$ cat config.mk
export PLATFORM = sky130hd
export DESIGN_NAME = esc_back
export DESIGN_NICKNAME = d
export VERILOG_FILES = /design/src/rtl/esc_pkg.sv /design/src/rtl/esc_back.sv
export SDC_FILE = /design/constraint.sdc
export NUM_CORES = 2
export LEC_CHECK = 0
export BUFFER_PORTS_ARGS = -buffer_cell sky130_fd_sc_hd__buf_2
export CAP_MARGIN = 20
export CORE_UTILIZATION = 26
export CTS_CLUSTER_SIZE = 30
export DETAILED_ROUTE_END_ITERATION = 8
export SYNTH_ARGS = -nofsm -noshare
export SYNTH_HDL_FRONTEND = slang
export SYNTH_SLANG_ARGS = --single-unit
$ cat constraint.sdc
create_clock -name clk -period 13.5 [get_ports clk]
set_input_delay 0.675 -clock clk [delete_from_list [all_inputs] [get_ports clk]]
set_output_delay 0.675 -clock clk [all_outputs]
set_load 0.05 [all_outputs]
$ cat src/rtl/esc_pkg.sv
// ----------------------------------------------------------------------------
// esc_pkg
// Shared types and register codes for the environmental sensor compensation.
// ----------------------------------------------------------------------------
`default_nettype none

package esc_pkg;

    typedef struct packed {
        logic [19:0] adc_temp;
        logic [19:0] adc_press;
        logic [15:0] adc_hum;
    } esc_in_t;

    typedef struct packed {
        logic signed [31:0] temperature;
        logic [31:0]        pressure;
        logic [16:0]        humidity;
        logic               temperature_valid;
        logic               pressure_valid;
        logic               humidity_valid;
        logic               status;
    } esc_out_t;

    typedef enum logic [2:0] {
        REG_CHANNEL_ENABLE   = 3'd0,
        REG_CALIB_TEMP       = 3'd1,
        REG_CALIB_PRESS_LOW  = 3'd2,
        REG_CALIB_PRESS_HIGH = 3'd3,
        REG_CALIB_MIXED      = 3'd4,
        REG_CALIB_HUM        = 3'd5
    } esc_reg_t;

    localparam int DivStages = 33;

    // 32-bit wrapping multiply, low word kept
    function automatic logic [31:0] mul32(input logic [31:0] a, input logic [31:0] b);
        logic [63:0] p;
        begin
            p = a * b;
            return p[31:0];
        end
    endfunction

    function automatic logic [31:0] asr(input logic [31:0] x, input int s);
        return $unsigned($signed(x) >>> s);
    endfunction

endpackage

`default_nettype wire

$ cat src/rtl/esc_back.sv
// ----------------------------------------------------------------------------
// esc_back
// Pressure correction after the divider: P7, P8, P9 terms.
// ----------------------------------------------------------------------------
`default_nettype none

module esc_back (
    input  wire logic               clk,
    input  wire logic               rst_n,
    input  wire logic               in_valid,
    input  wire esc_pkg::esc_out_t  in_data,
    input  wire logic               big_p,
    input  wire logic               div_zero,
    input  wire logic [31:0]        quotient,
    input  wire logic [63:0]        calib_press_high,
    input  wire logic [15:0]        calib_p9,
    output logic                    out_valid,
    output esc_pkg::esc_out_t       out_data
);
    import esc_pkg::*;

    logic [31:0] p7, p8, p9, p_n;
    assign p7 = {{16{calib_press_high[47]}}, calib_press_high[47:32]};
    assign p8 = {{16{calib_press_high[63]}}, calib_press_high[63:48]};
    assign p9 = {{16{calib_p9[15]}}, calib_p9};
    assign p_n = big_p ? {quotient[30:0], 1'b0} : quotient;

    logic        v1_reg, v2_reg, v3_reg;
    esc_out_t    d1_reg, d2_reg, d3_reg;
    logic        z1_reg, z2_reg, z3_reg;
    logic [31:0] p1_reg, p2_reg, p3_reg, sq_reg, a_reg, b_reg;
    logic [31:0] p3s, sq_full;
    assign p3s     = {3'd0, p1_reg[31:3]};
    assign sq_full = mul32(p3s, p3s);

    always_ff @(posedge clk or negedge rst_n)
    begin
        if (!rst_n)
        begin
            v1_reg <= 1'b0; v2_reg <= 1'b0; v3_reg <= 1'b0; out_valid <= 1'b0;
        end
        else
        begin
            v1_reg <= in_valid; v2_reg <= v1_reg; v3_reg <= v2_reg;
            out_valid <= v3_reg;
        end
    end

    always_ff @(posedge clk)
    begin
        d1_reg <= in_data; z1_reg <= div_zero; p1_reg <= p_n;
        d2_reg <= d1_reg;  z2_reg <= z1_reg;   p2_reg <= p1_reg;
        sq_reg <= {13'd0, sq_full[31:13]};
        b_reg  <= asr(mul32({2'd0, p1_reg[31:2]}, p8), 13);
        d3_reg <= d2_reg;  z3_reg <= z2_reg;   p3_reg <= p2_reg;
        a_reg  <= asr(mul32(p9, sq_reg), 12) + b_reg + p7;
        out_data <= d3_reg;
        if (d3_reg.pressure_valid && !z3_reg)
            out_data.pressure <= p3_reg + asr(a_reg, 4);
        else
            out_data.pressure <= '0;
    end

endmodule

`default_nettype wire

==> Yosys cells after proc, flatten, opt, wreduce, memory -nomap -nowiden <==
Index checks and enable logic that the tools add are counted.
W data, S select, Z words.
{ "classes": {"n_addsub": 3, "n_mul": 3, "n_div": 0, "magnitude_cmp": 0, "n_eq_ne": 0, "shifts": 0, "n_mux": 1, "bitwise": 0, "n_reduce_logical": 2} }
{ "ops": {"columns": ["op", "n"], "rows": [
  ["$add A32 B32 Y32", 2],
  ["$mul A29 B29 Y32", 1],
  ["$mul A30 B32 Y32", 1],
  ["$mul A32 B19 Y32", 1],
  ["$mux W32", 1],
  ["$add A20 B19 Y21", 1],
  ["$logic_and A1 B1 Y1", 1],
  ["$logic_not A1 Y1", 1]
]} }
{ "word_totals": {"reg_bits": 417, "latch_bits": 0, "mem_bits_rw": 0, "romBits": 0, "out_inout_bits": 86, "n_memories": 0} }

==> Longest topological paths before layout <==
{ "depth": {"depth_word": 3, "mapped_depth": 34, "mapped_depth_nobuf": 33} }

==> Worst setup path after synthesis <==
OpenSTA, ideal clock, no wires.
{ "synth_path": {"path_type": "input to register", "startpoint": "input port calib_p9[13]", "endpoint": "register a_reg[20]", "t_arrival_ns": 8.090, "slack_ns": 5.289, "cell_stages": 33, "cell_sequence": "clkbuf_1 -> clkbuf_1 -> nand2_1 -> fa_1 -> inv_1 -> fa_1 -> inv_1 -> fa_1 -> inv_1 -> fa_1 -> fa_1 -> inv_1 -> fa_1 -> inv_1 -> ha_1 -> a21o_1 -> a221oi_1 -> o21ai_1 -> a22o_1 -> a41o_1 -> a31oi_4 -> xnor2_1 -> fa_1 -> inv_1 -> ha_1 -> nand3_1 -> nor2_1 -> and2_1 -> nand4_1 -> a21oi_1 -> o21a_1 -> o21ai_0 -> o311a_1"} }
{ "synth_between": {"elab_chain_cells": 3} }
{ "synth_lines": {"columns": ["item", "line_no", "text"], "rows": [
  ["start, declared", "esc_back.sv:16", "input wire logic [15:0] calib_p9,"],
  ["$mul A32 B19 Y32", "esc_pkg.sv:40", "p = a * b;"],
  ["$add A20 B19 Y21", "esc_back.sv:56", "a_reg <= asr(mul32(p9, sq_reg), 12) + b_reg + p7;"],
  ["$add A32 B32 Y32", "esc_back.sv:56", null],
  ["end signal, assigned", "esc_back.sv:56", null],
  ["end, declared", "esc_back.sv:31", "logic [31:0] p1_reg, p2_reg, p3_reg, sq_reg, a_reg, b_reg;"]
]} }
Every way passes these cells.
A chain may end at the register's enable or synchronous reset.

==> Worst setup path in the final report <==
{ "layout_path": {"startpoint": "register sq_reg[2]", "endpoint": "register a_reg[20]"} }
{ "layout_between": {"elab_chain_cells": 3} }
{ "layout_lines": {"columns": ["item", "line_no", "text"], "rows": [
  ["start, declared", "esc_back.sv:31", null],
  ["start signal, assigned", "esc_back.sv:53", "sq_reg <= {13'd0, sq_full[31:13]};"],
  ["$mul A32 B19 Y32", "esc_pkg.sv:40", null],
  ["$add A20 B19 Y21", "esc_back.sv:56", null],
  ["$add A32 B32 Y32", "esc_back.sv:56", null]
]} }
Every way passes these cells.

==> metrics.md <==
| Metric | Value |
|---|---|
| Outcome | complete, no violations |
| Most used cell, CP | fa_1 |
| Worst Setup Start Kind | flop |
| Post-synth EDFFs | 0 |
| First-pass GRT wire length | 189 mm |
| Initial Util | between 20% and 30% |
| CTS Hold Bufs | 1 |
| Clk_lat worst skew | 580 ps |
| WP buf/inv | 5 |
| Row Count | 157 |
| Arr. time, crit path | 9420 ps |
| Initial antenna violation count | 21 |
| Residual DRC count | 0 |
| Clock Sink Count | 403 |
| Fill count | roughly 19000 |
| Ys flop type | dfxtp_1 |
| Netlist Area Pre-Place | 48000 µm² |
| Worst Setup End Kind | flop |
| Post-Route WL | roughly 120 mm |
| CTS max path bufs | 3 |
| Slowest stage delay, CP | 760 ps |
| Achievable frequency | between 100 and 150 MHz |
| Layout cells sized above 1 | 7.71% |
| Largest register FFs | 85 |
| Post-synthesis cell type count | 73 |
| Crit share post-route | 66.3% |
| Most common cell after layout, fill and taps aside | inv_1 |
| Area growth, synth to finish | 11.0% |
| Slew @ Worst Pin | 911 ps |
| Clk root buf | clkbuf_16 |
| DR WL/cell | 15.5 µm |
| CTS tree | yes |
| Register area share after synthesis | between 15 and 20% |
| Top reg by flops | out_data |
| WS Path Type | flop to flop |
| Iter 0 DRT Violations | 1424 |
| CP required | 13970 ps |
| IO Pins | between 200 and 300 |
| Final Cell Area | roughly 53000 µm² |
| Final Hold Fails | 0 |
| HP Class | primary input to flop |
| Placed Area | 51800 µm² |
| Num CTS Buffers | 40 |
| RSZ-0062 raised after global routing | false |
| Most frequent cells in the layout | inv_1 (1282), fa_1 (1039), nand2_1 (579) |
| Setup Skew | 29.9 ps |
| GRT Total Usage | between 10% and 20% |
| IO Port Bufs | 223 |
| Setup bufs post-CTS | 0 |
| Count of warnings emitted by yosys | 0 |
| Total grt overflow | 0 |
| CP max stage cell | dfxtp_1 |
| CTS clk-pin slew, worst paths | ~70 ps |
| Die Wd | 432 µm |
| Fin nets | 6600 |
| DR pass1 iterations | 6 |
| Syn nets | about 6500 |
| Die area | 186000 µm² |
| Fin util | 29.1% |
| Setup-failing EPs final | 0 |
| Number of global-route vias before repair | 34500 |
| DP HPWL | 92.8 mm |
| Crit Path Max Fanout | 16 |
| Setup TNS | 0 ps |
| Max Slew Vio Count | 0 |
| Post-synth ARST share | 0.993% |
| CTS H-tree lvls | 2 |
| DR vias | 31200 |
| Mean post-synth cell area | between 9 and 10 µm² |
| Largest net degree at the start of global routing | 50 |
| Placer Congestion | 0.844 |
| Max-Cap Viols | 0 |
| Max_slew headroom | around two fifths |
| DRT antenna net count | 0 |
| Minimum clock period | 8950 ps |
| Top delay family on crit path | adder cells |
| Cells after Synth | roughly 5000 |
| Core Region | 183000 µm² |
| Die Span Y | 432 µm |
| Post-CTS Resized | 0 |
| Synth Register Bits | 403 |
| Vias per inst | 4.16 |
-- cells by family after synthesis --
kind of cell	count (synthesis)	share of synthesized area, %
xor+xnor	154	2.81
mux	35	0.811
simple gates	1184	11.8
flops	403	16.8
fa+ha+maj	1396	52.6
compound gates	249	3.73
buf+inv	1449	11.3
-- per-stage QoR --
stage | std cells | setup slack [ps] | hold WS [ps]
5_1_grt | 7498 | 3990 | 153
3_3_place_gp | 7421 | 4280 | 310
4_1_cts | 7494 | 4550 | 150
2_1_floorplan | 4870 | 5290 | 310
6_report | 7501 | 4550 | 186
3_5_place_dp | 7422 | 4310 | 312
-- synth_stat cells, types with 37 or more instances --
library cell	instances	area [µm²]
inv_1	1282	4810
fa_1	1039	20800
nand2_1	579	2170
dfxtp_1	399	7990
and2_1	379	2370
ha_1	357	4470
clkbuf_1	161	604
xnor2_1	120	1050
nor2_1	95	357
a21oi_1	64	320
a21o_1	40	300
nor3_1	37	185
-- final cells by class --
type / instances / area [µm²] / share of cell area [%]
Multi-Input combinational cell: 3018 / 34500 / 64.7
Sequential cell: 403 / 8090 / 15.2
Inverter: 1282 / 4810 / 9.03
Tap cell: 2464 / 3080 / 5.79
Timing Repair Buffer: 257 / 1380 / 2.59
Clock buffer: 50 / 1100 / 2.06
Clock inverter: 21 / 307 / 0.576
Antenna cell: 6 / 15.0 / 0.0282
-- routing by layer --
| metal | part of all wire [%] | vias to the layer above | global-route usage [%] |
|---|---|---|---|
| li1 | - | 14400 | - |
| met1 | 44 | 16000 | 16.9 |
| met2 | 49 | 700 | 22.5 |
| met3 | 4.3 | 165 | 1.42 |
| met4 | 2.4 | 0 | 3.13 |
| met5 | 0 | - | 0 |
-- final timing paths --
kind | startpoint | endpoint | slack [ps] | cells after the start
max in group asynchronous | rst_n | v2_reg$_DFF_PN0_ | 12940 | 2
min reg2reg | d1_reg[3]$_DFF_P_ | d2_reg[3]$_DFF_P_ | 300 | 0
max reg2reg | sq_reg[2]$_DFF_P_ | a_reg[20]$_DFF_P_ | 4550 | 31
max | sq_reg[2]$_DFF_P_ | a_reg[20]$_DFF_P_ | 4550 | 31
min | in_data[4] | d1_reg[4]$_DFF_P_ | 190 | 1
min in group asynchronous | rst_n | v3_reg$_DFF_PN0_ | 450 | 2
Power is left out: the tool's default activity adds up to more than one toggle a clock period on the data nets, which glitch-free logic cannot reach.
